<file path="config.mk">
export PLATFORM = sky130hd
export DESIGN_NAME = lpht_hash
export DESIGN_NICKNAME = d
export VERILOG_FILES = /design/src/sv/lpht_pkg.sv /design/src/sv/lpht_hash.sv
export SDC_FILE = /design/constraint.sdc
export NUM_CORES = 1
export LEC_CHECK = 0
export BUFFER_PORTS_ARGS = -buffer_cell sky130_fd_sc_hd__buf_2
export CORE_MARGIN = 8
export CORE_UTILIZATION = 50
export CTS_BUF_LIST = sky130_fd_sc_hd__clkbuf_16
export CTS_CLUSTER_DIAMETER = 100
export CTS_CLUSTER_SIZE = 30
export DETAILED_ROUTE_END_ITERATION = 10
export PLACE_DENSITY = 0.8
export SYNTH_ARGS = -nofsm -noshare
export SYNTH_HDL_FRONTEND = slang
export SYNTH_SLANG_ARGS = --single-unit
</file>
<file path="constraint.sdc">
create_clock -name clock -period 4.75 [get_ports clock]
set_input_delay 0.95 -clock clock [delete_from_list [all_inputs] [get_ports clock]]
set_output_delay 0.95 -clock clock [all_outputs]
set_load 0.01 [all_outputs]
</file>
<file path="src/sv/lpht_pkg.sv">
`timescale 1ns / 1ps
// ----------------------------------------------------------------------------
// lpht_pkg
// Shared types and constants of the linear probing hash table.
// ----------------------------------------------------------------------------
package lpht_pkg;

   // default sizes, handed to the top level parameters
   localparam int DEF_TABLE_SLOTS  = 64;
   localparam int DEF_PAYLOAD_BITS = 32;

   // field widths
   localparam int KEY_BITS     = 48;
   localparam int ACTION_BITS  = 2;
   localparam int STATUS_BITS  = 2;
   localparam int OUT_PAY_BITS = 32;
   localparam int ENTRY_BITS   = 6;
   localparam int REQ_DATA_BITS = 80;
   localparam int RSP_DATA_BITS = 40;

   // hash mixing constants
   localparam int          HASH_PRE_SHIFT  = 3;
   localparam int          HASH_MIX_SHIFT  = 15;
   localparam int          HASH_POST_SHIFT = 12;
   localparam int          HASH_BITS       = 32;
   localparam logic [31:0] HASH_MULT       = 32'h2c1b3c6d;

   // action codes
   localparam logic [ACTION_BITS-1:0] ACT_INSERT = 2'd0;
   localparam logic [ACTION_BITS-1:0] ACT_LOOKUP = 2'd1;
   localparam logic [ACTION_BITS-1:0] ACT_REMOVE = 2'd2;

   // status codes
   localparam logic [STATUS_BITS-1:0] STS_OK        = 2'd0;
   localparam logic [STATUS_BITS-1:0] STS_NOT_FOUND = 2'd1;
   localparam logic [STATUS_BITS-1:0] STS_FULL      = 2'd2;

   // request into the hash unit
   typedef struct packed {
      logic                valid;
      logic [KEY_BITS-1:0] key;
   } hash_req_type;

   // sequencer states
   typedef enum logic [2:0] {
      ST_CLEAR,
      ST_IDLE,
      ST_HASH,
      ST_PROBE,
      ST_SH_READ,
      ST_SH_HASH,
      ST_DONE
   } state_type;

endpackage

</file>
<file path="src/sv/lpht_hash.sv">
`timescale 1ns / 1ps
// ----------------------------------------------------------------------------
// lpht_hash
// Two-stage home slot hash: shift/xor mix, constant multiply, xor fold.
// ----------------------------------------------------------------------------
module lpht_hash #(
   parameter int SLOT_BITS = 6
) (
   input  logic                   clock,
   input  logic                   reset,
   input  lpht_pkg::hash_req_type hash_req,
   output logic                   slot_valid,
   output logic [SLOT_BITS-1:0]   slot
);

   logic [lpht_pkg::KEY_BITS-1:0]  shifted;
   logic [lpht_pkg::HASH_BITS-1:0] mix_in;
   logic [lpht_pkg::HASH_BITS-1:0] prod_in;
   logic [lpht_pkg::HASH_BITS-1:0] fold;
   logic [lpht_pkg::HASH_BITS-1:0] mix_ff;
   logic [lpht_pkg::HASH_BITS-1:0] prod_ff;
   logic                           mix_valid_ff;
   logic                           prod_valid_ff;

   // stage 1: drop alignment bits and fold the high part down
   // only the low word matters, the multiply wraps
   assign shifted = hash_req.key >> lpht_pkg::HASH_PRE_SHIFT;
   assign mix_in  = lpht_pkg::HASH_BITS'(shifted ^ (shifted >> lpht_pkg::HASH_MIX_SHIFT));

   // stage 2: constant multiply, low word kept
   assign prod_in = mix_ff * lpht_pkg::HASH_MULT;

   // output fold and mask to the table size
   assign fold       = prod_ff ^ (prod_ff >> lpht_pkg::HASH_POST_SHIFT);
   assign slot       = fold[SLOT_BITS-1:0];
   assign slot_valid = prod_valid_ff;

   always_ff @(posedge clock) begin
      if (reset) begin
         mix_valid_ff  <= 1'b0;
         prod_valid_ff <= 1'b0;
      end else begin
         mix_valid_ff  <= hash_req.valid;
         prod_valid_ff <= mix_valid_ff;
      end
   end

   always_ff @(posedge clock) begin
      mix_ff  <= mix_in;
      prod_ff <= prod_in;
   end

endmodule

</file>
# After elaboration in Yosys (flattened, before gate mapping)
# Cells that the tools add are included.
word_totals:
  ff_bits: 52
  latchBits: 0
  ramBits: 0
  rom_bits: 0
  in_bits: 51
  out_inout_bits: 7
  wordCells: 7
  memories: 0
op_classes:
  addsub: 0
  mul: 1
  div: 0
  order_cmp: 0
  n_eq_ne: 0
  shifts: 0
  muxes: 0
  bitwise: 2
  reduce_logical: 0
ops:
  columns: ["cell", "n"]
  rows:
  - ["$mul 32x30->18 const B", 1]
  - ["$xor 32x30->32", 1]
  - ["$xor 6x6->6", 1]

# Longest topological paths before layout
# Gate-level depths: netlist (run 1).
logic_depth:
  word_depth: 1
  mapped_depth: 17
  depth_no_buf: 17

# Least setup slack after synthesis (run 1)
# No wires, ideal clock.
synth_timing:
  kind: "register to register"
  startpoint: "reg mix_ff[4] (netlist bit)"
  endpoint: "reg prod_ff[17] (netlist bit)"
  setup_time_ns: 0.121
  arrival_time_ns: 4.089
  required_time_ns: 4.629
  setup_slack_ns: 0.540
  path_stages_with_launch: 18
  n_path_buf: 0
  period_less_slack_ns: 4.210
  path_cell_list: "dfxtp_1 ha_1 xor2_1 ha_1 a21o_1 fa_1 inv_1 fa_1 inv_1 fa_1 inv_1 fa_1 xnor2_1 xnor2_1 xnor2_1 xnor2_1 xnor2_1 xnor2_1"
synth_between:
  elab_chain_len: 1
synth_rtl:
  columns: ["element", "line_no", "source"]
  rows:
  - ["start: declaration", "lpht_hash.sv:20", "logic [lpht_pkg::HASH_BITS-1:0] mix_ff;"]
  - ["start signal: assignment", "lpht_hash.sv:49", "mix_ff <= mix_in;"]
  - ["$mul 32x30->18", "lpht_hash.sv:31", "assign prod_in = mix_ff * lpht_pkg::HASH_MULT;"]
  - ["named net prod_in, one bit", "lpht_hash.sv:18", "logic [lpht_pkg::HASH_BITS-1:0] prod_in;"]
  - ["end signal: assignment", "lpht_hash.sv:50", "prod_ff <= prod_in;"]
  - ["end: declaration", "lpht_hash.sv:21", "logic [lpht_pkg::HASH_BITS-1:0] prod_ff;"]
# The timed path passes the listed nets, and every way through them passes these cells.
# A chain may end at the register's enable or synchronous reset.

# Worst setup path in the final report (run 1)
# Same ends and word-level chain as after synthesis.

==> flow_metrics.py, run 1 <==
metrics = {
    "drt": {
        "wl_microns": 6546,
        "ant_nets": 0,
        "drtIter0Drc": 42,
        "dr_total_vias": 2325,
        "routedWlPerCell_microns": 12.94,
        "first_pass_iters": 3,
        "drc_errors": 0,
        "viasPerCell": 4.595,
    },
    "layout": {
        "seq_area_sq_um": 641.9,
        "layout-drive-gt1-share_pct": 13.27,
        "nFillCells": 629,
        "final_nets": 583,
        "diodes": 0,
        "design_area_sq_um": 4179,
        "multi_input_area_sq_um": 2596,
        "area_delta_synth_final_pct": 14.03,
        "fin_cells": 506,
        "layout_commonest_cell": "inv_1",
        "final_cell_mix": "inv_1, ha_1, fa_1",
    },
    "run_status": {
        "status": "complete, no violations",
    },
    "grt": {
        "overflow": 0,
        "grt_max_degree": 11,
        "grt_util_all_layers_pct": 14.13,
        "first_global_vias": 2765,
        "antenna_found_initial": 0,
        "grt_pass1_wl_microns": 11430,
    },
    "clock_tree": {
        "cts_tree": "done",
        "clkSinkCount": 32,
        "clk_latency_ps": 280,
        "cts_max_path_buffers": 2,
        "cts_setup_buffers": 0,
        "clock-root-buffer": "clkbuf_16",
        "h-tree-depth": 2,
        "cts_made_buffers": 5,
        "clk_pin_slew_worst_paths_ps": 50,
    },
    "yosys": {
        "syn_area_sq_um": 3665,
        "ys_seq_area_share_pct": 17.48,
        "syn_nets": 532,
        "syn_inst": 355,
        "avgSynthCellArea_sq_um": 10.32,
        "synth.distinct_cells": 19,
        "ys_ff_latch": 32,
        "yosysWarnings": 0,
    },
    "critical_path": {
        "worstPathMaxFanout": 5,
        "arrival_ps": 4670,
        "crit_required_ps": 4900,
        "crit_type": "register to register",
        "startpoint_type": "register",
        "r2r_cells": 17,
        "endpoint_kind": "register",
    },
    "floorplanning": {
        "chipWidth_microns": 101.6,
        "core-area_sq_um": 7176,
        "rows": 31,
        "die_y_microns": 101.6,
        "io_pins": 58,
        "start_util_pct": 51.07,
        "dieArea_sq_um": 10320,
    },
    "sta": {
        "layout_min_cycle_time_ps": 4523,
        "max_slew.worst_pin.slew_ps": 489.3,
        "slew_violations": 0,
        "fin_skew_ps": 6.816,
        "finalSetupViolations": 0,
        "grt_setup_unrepaired": "no",
        "max-slew-margin-rel_pct": 67.38,
        "timing.fmax_mhz": 221.1,
        "final.setup.tns_ps": 0,
        "post-route-period-util_pct": 95.21,
        "hold_viol": 0,
    },
    "placement": {
        "place_hpwl_microns": 5992,
        "postPlaceCellArea_sq_um": 4014,
        "port_buffers": 42,
        "dpl.cell_count": 498,
        "place_congestion": 0.8825,
    },
    "hold_path": {
        "hold_depth": 1,
        "hold_path_class": "register to register",
    },
    "run": {
        "max_cap_violations": 0,
    },
}
## worst paths after layout
check | startpoint | end | slack, ps
hold / removal | mix_valid_ff$_SDFF_PP0_ | slot_valid$_SDFF_PP0_ | 440
setup reg to reg | mix_ff[4]$_DFF_P_ | prod_ff[17]$_DFF_P_ | 230
hold reg to reg | mix_valid_ff$_SDFF_PP0_ | slot_valid$_SDFF_PP0_ | 440
setup / recovery | mix_ff[4]$_DFF_P_ | prod_ff[17]$_DFF_P_ | 230
## stage by stage
stage	setup WS (ps)	util, %	hold WS (ps)
after floorplan	540.0	-	413.8
after global placement	294.2	55.94	421.8
after detailed placement	219.8	55.94	435.8
after CTS	214.1	58.22	447.6
after global routing	0.6586	58.24	460.0
final	227.3	58.24	443.1
## layer usage
| layer | vias up | global-route usage [%] | share of wire [%] |
|---|---|---|---|
| li1 | 1158 | - | - |
| met1 | 1116 | 15.03 | 44 |
| met2 | 44 | 27.57 | 52 |
| met3 | 7 | 3.024 | 3.4 |
| met4 | 0 | 2.749 | 0.99 |
| met5 | - | 0 | 0 |
## state kept, by name (all words and copies together), names as in the netlist
name          cells
mix_ff           18
mix_valid_ff      1
prod_ff          12
slot_valid        1
## final cells by class
cell class	instances	area share, %
timing repair buffer	44	5.389
inverter	114	10.24
tap	99	2.964
clock buffer	5	2.994
clock inverter	3	0.9281
sequential	32	15.36
multi-input combinational	209	62.13
## kinds of logic after synthesis
group / count (synthesis) / share of synthesized area [%]
flip-flops: 32 / 17.48
AND/OR/NAND/NOR: 8 / 1.263
AO/OA/AOI/OAI: 18 / 3.516
XOR/XNOR: 57 / 13.62
buffers and inverters: 114 / 11.68
adder cells (fa/ha/maj): 126 / 52.44
## cell usage after synthesis, drive strengths merged
cell type  count  area share [%]
nand3          1            0.14
xnor2         24             5.7
a221oi         1            0.41
and4           1            0.24
inv          114              12
a21o           6             1.2
ha            80              27
fa            46              25
o21ai          3            0.41
a21oi          4            0.65
dfxtp         32              17
and2           1            0.17
o21a           2            0.41
o21bai         1            0.20
o211ai         1            0.20
xor2          33             7.9
nand2          2            0.20
nor2b          3            0.51
## critical path, cell delays in order, from the launching register on
cell,delay (ps)
dfxtp_1,460
ha_1,330
xor2_1,190
ha_1,190
a21o_1,170
fa_1,530
inv_1,50
fa_1,490
inv_1,60
fa_1,530
inv_1,50
fa_1,430
xnor2_1,180
xnor2_1,150
xnor2_1,160
xnor2_1,110
xnor2_1,230
xnor2_1,120
## repair_timing
item	4_1_cts	5_1_grt
resized for setup	0	1
setup endpoints to repair	0	1
hold buffers	0	0
Power of run 1 is not shown: default switching activity piles up to over one toggle a cycle in this logic, so the estimate is an artifact.
==> run 2, diff against run 1 <==
--- a/config.mk
+++ b/config.mk
@@ -5,7 +5,7 @@
 export SDC_FILE = /design/constraint.sdc
 export NUM_CORES = 1
 export LEC_CHECK = 0
-export BUFFER_PORTS_ARGS = -buffer_cell sky130_fd_sc_hd__buf_2
+export BUFFER_PORTS_ARGS = -buffer_cell sky130_fd_sc_hd__buf_4
 export CORE_MARGIN = 8
 export CORE_UTILIZATION = 50
 export CTS_BUF_LIST = sky130_fd_sc_hd__clkbuf_16
==> run 2 against run 1 <==
Effect of this change:
- non-clock buffer count unchanged
- flip-flop and latch count unchanged
- clock skew up 2.7 ps
- cell count stayed put
- register-to-register slack barely moved
- global-route usage grew 0.37 points
- first-iteration DRC count shrank 24%
- critical path depth unchanged
- sequential share of layout area is 0.33 points lower
- critical path type unchanged
==> flow_metrics.py, run 2 (synthesis results as in run 1) <==
metrics = {
    "run_status": {
        "status": "complete, no violations",
    },
    "clock_tree": {
        "cts_max_path_buffers": 2,
        "h-tree-depth": 2,
        "cts_made_buffers": 5,
        "clk_latency_ps": 280,
        "clock-root-buffer": "clkbuf_16",
        "cts_tree": "done",
        "clk_pin_slew_worst_paths_ps": 50,
        "clkSinkCount": 32,
        "hold_buffers": 0,
    },
    "grt": {
        "grt_util_all_layers_pct": 14.50,
        "grt_pass1_wl_microns": 11610,
        "grt_util_met3_pct": 3.299,
        "use_met2_pct": 27.41,
        "first_global_vias": 2775,
        "busiest_layer": "met2",
        "overflow": 0,
        "antenna_found_initial": 0,
        "grt_max_degree": 11,
        "grt_util_met1_pct": 15.09,
    },
    "layout": {
        "largest_reg_flops": 18,
        "layout-drive-gt1-share_pct": 13.76,
        "diodes": 0,
        "finalCoreUtilization_pct": 59.74,
        "layout_commonest_cell": "inv_1",
        "reg_top3": "mix_ff x18, prod_ff x12",
        "area_delta_synth_final_pct": 16.97,
        "largest_register": "mix_ff",
        "seq_area_sq_um": 644.4,
        "final_nets": 583,
        "nFillCells": 585,
        "final_cell_mix": "inv_1, ha_1, fa_1",
        "design_area_sq_um": 4287,
        "multi_input_area_sq_um": 2596,
    },
    "critical_path": {
        "slowest_stage": "fa_1",
        "endpoint_kind": "register",
        "crit_buf_inv": 3,
        "arrival_ps": 4690,
        "crit_top_cell": "xnor2_1",
        "crit_chain": "ha_1 > xor2_1 > ha_1 > a21o_1 > fa_1 > inv_1 > fa_1 > inv_1 > fa_1 > inv_1 > fa_1 > xnor2_1 > xnor2_1 > xnor2_1 > xnor2_1 > xnor2_1 > xnor2_1",
        "crit_type": "register to register",
        "startpoint_type": "register",
        "worstPathMaxFanout": 5,
        "crit_required_ps": 4910,
        "rrSetupSlack_ps": 220,
        "crit_path_max_incr_delay_ps": 530,
        "cp_top_family": "adder cells",
    },
    "drt": {
        "dr_total_vias": 2346,
        "drc_errors": 0,
        "wl_microns": 6552,
        "first_pass_iters": 4,
        "drtIter0Drc": 32,
        "ant_nets": 0,
        "routedWlPerCell_microns": 12.95,
        "viasPerCell": 4.636,
    },
    "sta": {
        "final.setup.tns_ps": 0,
        "max-slew-margin-rel_pct": 70.27,
        "layout_min_cycle_time_ps": 4529,
        "max_slew.worst_pin.slew_ps": 445.9,
        "finalSetupViolations": 0,
        "slew_violations": 0,
        "timing.fmax_mhz": 220.8,
        "hold_viol": 0,
        "setup_ws_ps": 220.7,
        "post-route-period-util_pct": 95.35,
        "fin_skew_ps": 9.501,
        "grt_setup_unrepaired": "no",
    },
    "floorplanning": {
        "start_util_pct": 51.07,
        "rows": 31,
        "dieArea_sq_um": 10320,
        "die_y_microns": 101.6,
        "core-area_sq_um": 7176,
        "chipWidth_microns": 101.6,
        "io_pins": 58,
    },
    "placement": {
        "port_buffers": 42,
        "place_hpwl_microns": 5899,
        "place_congestion": 0.8600,
        "place_ws_ps": 141.6,
        "postPlaceCellArea_sq_um": 4119,
    },
    "hold_path": {
        "hold_path_class": "register to register",
    },
    "run": {
        "max_cap_violations": 0,
    },
}
-- run 2: cell counts in the layout (fill, tap and decap cells not counted) --
No cell type changed its count.
-- run 2: area by class of cell --
class | instances | area share (%)
repair buffers | 44 | 7.706
multi-input cells | 209 | 60.57
well taps | 99 | 2.890
inverters | 114 | 9.982
flip-flops and latches | 32 | 15.03
clock inverters | 3 | 0.9048
clock buffers | 5 | 2.919
-- run 2: repair_timing --
action / CTS / global route
setup buffers: 0 / 0
setup endpoints to repair: 0 / 1
gates resized for setup: 0 / 3
-- run 2: final timing paths --
kind                           start                     to  depth (start not counted)
min          mix_valid_ff$_SDFF_PP0_  slot_valid$_SDFF_PP0_                          1
max reg2reg        mix_ff[5]$_DFF_P_    prod_ff[17]$_DFF_P_                         17
max                mix_ff[5]$_DFF_P_    prod_ff[17]$_DFF_P_                         17
min reg2reg  mix_valid_ff$_SDFF_PP0_  slot_valid$_SDFF_PP0_                          1
-- run 2: metrics by stage --
step                      instances  hold WS (ps)
after global routing            506         469.3
final                           506         446.8
after CTS                       506         454.2
after detailed placement        498         446.4
after floorplan                 355         413.8
after global placement          498         423.7
-- run 2: per-layer routing --
layer	vias to the layer above	routed length [microns]
met2	48	3440
met5	-	0
li1	1160	-
met1	1124	2702
met4	0	154
met3	14	255
Power of run 2 is left out for the same reason.
==> run 3, diff against run 2 <==
--- a/config.mk
+++ b/config.mk
@@ -12,7 +12,7 @@
 export CTS_CLUSTER_DIAMETER = 100
 export CTS_CLUSTER_SIZE = 30
 export DETAILED_ROUTE_END_ITERATION = 10
-export PLACE_DENSITY = 0.8
+export PLACE_DENSITY = 0.72
 export SYNTH_ARGS = -nofsm -noshare
 export SYNTH_HDL_FRONTEND = slang
 export SYNTH_SLANG_ARGS = --single-unit
==> run 3 against run 2 <==
Effect of this change:
- clock skew is 3.4 ps lower
- count of clock-buffer cells in the layout stayed put
- global-route usage decreased by 0.50 points
- non-clock buffer count unchanged
- critical path depth shrank 1
- worst hold slack worse by 14 ps
- first-iteration DRC count down 9.4%
- final area decreased by 0.23%
- sequential share of layout area barely moved
- critical endpoint unchanged
==> flow_metrics.py, run 3 (synthesis results as in run 1) <==
metrics = {
    "clock_tree": {
        "hold_buffers": 0,
        "cts_made_buffers": 5,
        "cts_max_path_buffers": 2,
        "h-tree-depth": 2,
        "cts_tree": "done",
        "clock-root-buffer": "clkbuf_16",
        "clkSinkCount": 32,
        "clk_pin_slew_worst_paths_ps": 50,
        "clk_latency_ps": 270,
    },
    "critical_path": {
        "crit_type": "register to register",
        "r2r-end": "prod_ff[17]$_DFF_P_",
        "arrival_ps": 4660,
        "endpoint_kind": "register",
        "startpoint_type": "register",
        "rrSetupSlack_ps": 290,
        "crit_required_ps": 4950,
        "r2r_cells": 16,
        "worstPathMaxFanout": 4,
        "r2r-start": "mix_ff[10]$_DFF_P_",
    },
    "drt": {
        "drtIter0Drc": 29,
        "drc_errors": 0,
        "routedWlPerCell_microns": 12.64,
        "ant_nets": 0,
        "first_pass_iters": 4,
        "viasPerCell": 4.543,
        "dr_total_vias": 2294,
        "wl_microns": 6381,
    },
    "layout": {
        "layout_commonest_cell": "inv_1",
        "diodes": 0,
        "largest_register": "mix_ff",
        "reg_top3": "mix_ff x18, prod_ff x12",
        "area_delta_synth_final_pct": 16.70,
        "layout-drive-gt1-share_pct": 14.04,
        "nFillCells": 610,
        "final_nets": 583,
        "largest_reg_flops": 18,
        "final_cell_mix": "inv_1, ha_1, fa_1",
    },
    "placement": {
        "port_buffers": 42,
        "place_congestion": 0.8511,
        "place_hpwl_microns": 5868,
    },
    "sta": {
        "slew_violations": 0,
        "final.setup.tns_ps": 0,
        "fin_skew_ps": 6.060,
        "whs_ps": 432.3,
        "max_slew.worst_pin.slew_ps": 484.3,
        "post-route-period-util_pct": 93.97,
        "finalSetupViolations": 0,
        "hold_viol": 0,
        "layout_min_cycle_time_ps": 4463,
        "grt_setup_unrepaired": "no",
        "timing.fmax_mhz": 224.0,
        "max-slew-margin-rel_pct": 67.71,
    },
    "floorplanning": {
        "die_y_microns": 101.6,
        "start_util_pct": 51.07,
        "chipWidth_microns": 101.6,
        "core-area_sq_um": 7176,
        "dieArea_sq_um": 10320,
        "rows": 31,
        "io_pins": 58,
    },
    "hold_path": {
        "holdCritStartpoint": "mix_valid_ff$_SDFF_PP0_",
        "hold_depth": 1,
        "whs_endpoint": "slot_valid$_SDFF_PP0_",
        "hold_path_class": "register to register",
    },
    "grt": {
        "antenna_found_initial": 0,
        "first_global_vias": 2655,
        "overflow": 0,
        "grt_max_degree": 10,
        "grt_pass1_wl_microns": 11270,
        "grt_util_all_layers_pct": 14.00,
    },
    "run_status": {
        "status": "complete, no violations",
    },
    "run": {
        "max_cap_violations": 0,
    },
}
==> run 3: changes by cell type in the layout (fill, tap and decap cells not counted) <==
cell / previous run / this run
xnor2_1: 24 / 23
ha_1: 80 / 79
ha_4: 0 / 1
bufinv_16: 1 / 0
xnor2_2: 0 / 1
==> run 3: worst max-delay path by stage <==
| stage | from | endpoint | cells after the start |
|---|---|---|---|
| after global routing | mix_ff[4]$_DFF_P_ | prod_ff[17]$_DFF_P_ | 17 |
| after CTS | mix_ff[5]$_DFF_P_ | prod_ff[17]$_DFF_P_ | 17 |
| final | mix_ff[10]$_DFF_P_ | prod_ff[17]$_DFF_P_ | 16 |
| after detailed placement | mix_ff[5]$_DFF_P_ | prod_ff[17]$_DFF_P_ | 17 |
| after global placement | mix_ff[5]$_DFF_P_ | prod_ff[17]$_DFF_P_ | 17 |
| after floorplan | mix_ff[4]$_DFF_P_ | prod_ff[17]$_DFF_P_ | 17 |
==> run 3: stage by stage <==
step	setup slack, ps	cell area (sq um)	instances	util, %
after detailed placement	163.3	4119	498	57.40
after CTS	143.2	4253	505	59.27
after global placement	273.2	4119	498	57.40
final	286.6	4277	505	59.60
after global routing	48.99	4277	505	59.60
after floorplan	540.0	3665	355	-
==> run 3: critical path: stages (launching register included) <==
cell,delay (ps)
dfxtp_1,390
ha_1,270
ha_1,280
inv_1,50
fa_1,480
fa_1,500
inv_1,60
fa_1,540
inv_1,60
fa_1,540
inv_1,50
ha_1,350
a21o_1,200
a21oi_1,180
o211ai_1,150
a21oi_2,180
xnor2_1,120
==> run 3: layer usage <==
metal	up-vias	global-route usage [%]	part of all wire (%)
met5	-	0	0
met4	0	3.207	1.2
met3	8	3.780	4.2
met2	46	26.96	54
met1	1082	14.52	40
li1	1158	-	-
==> run 3: area by class of cell <==
class / instances / area (sq um) / area share (%)
Multi-Input combinational cell: 209 / 2616 / 61.18
Sequential cell: 32 / 644.4 / 15.07
Inverter: 114 / 427.9 / 10.01
Timing Repair Buffer: 44 / 330.3 / 7.724
Clock buffer: 5 / 125.1 / 2.926
Tap cell: 99 / 123.9 / 2.896
Clock inverter: 2 / 8.758 / 0.2048
==> run 3: timing repair <==
action	CTS	global route
gates resized for setup	0	5
setup endpoints to repair	0	1
buffers inserted	0	0
Power of run 3 is left out for the same reason.
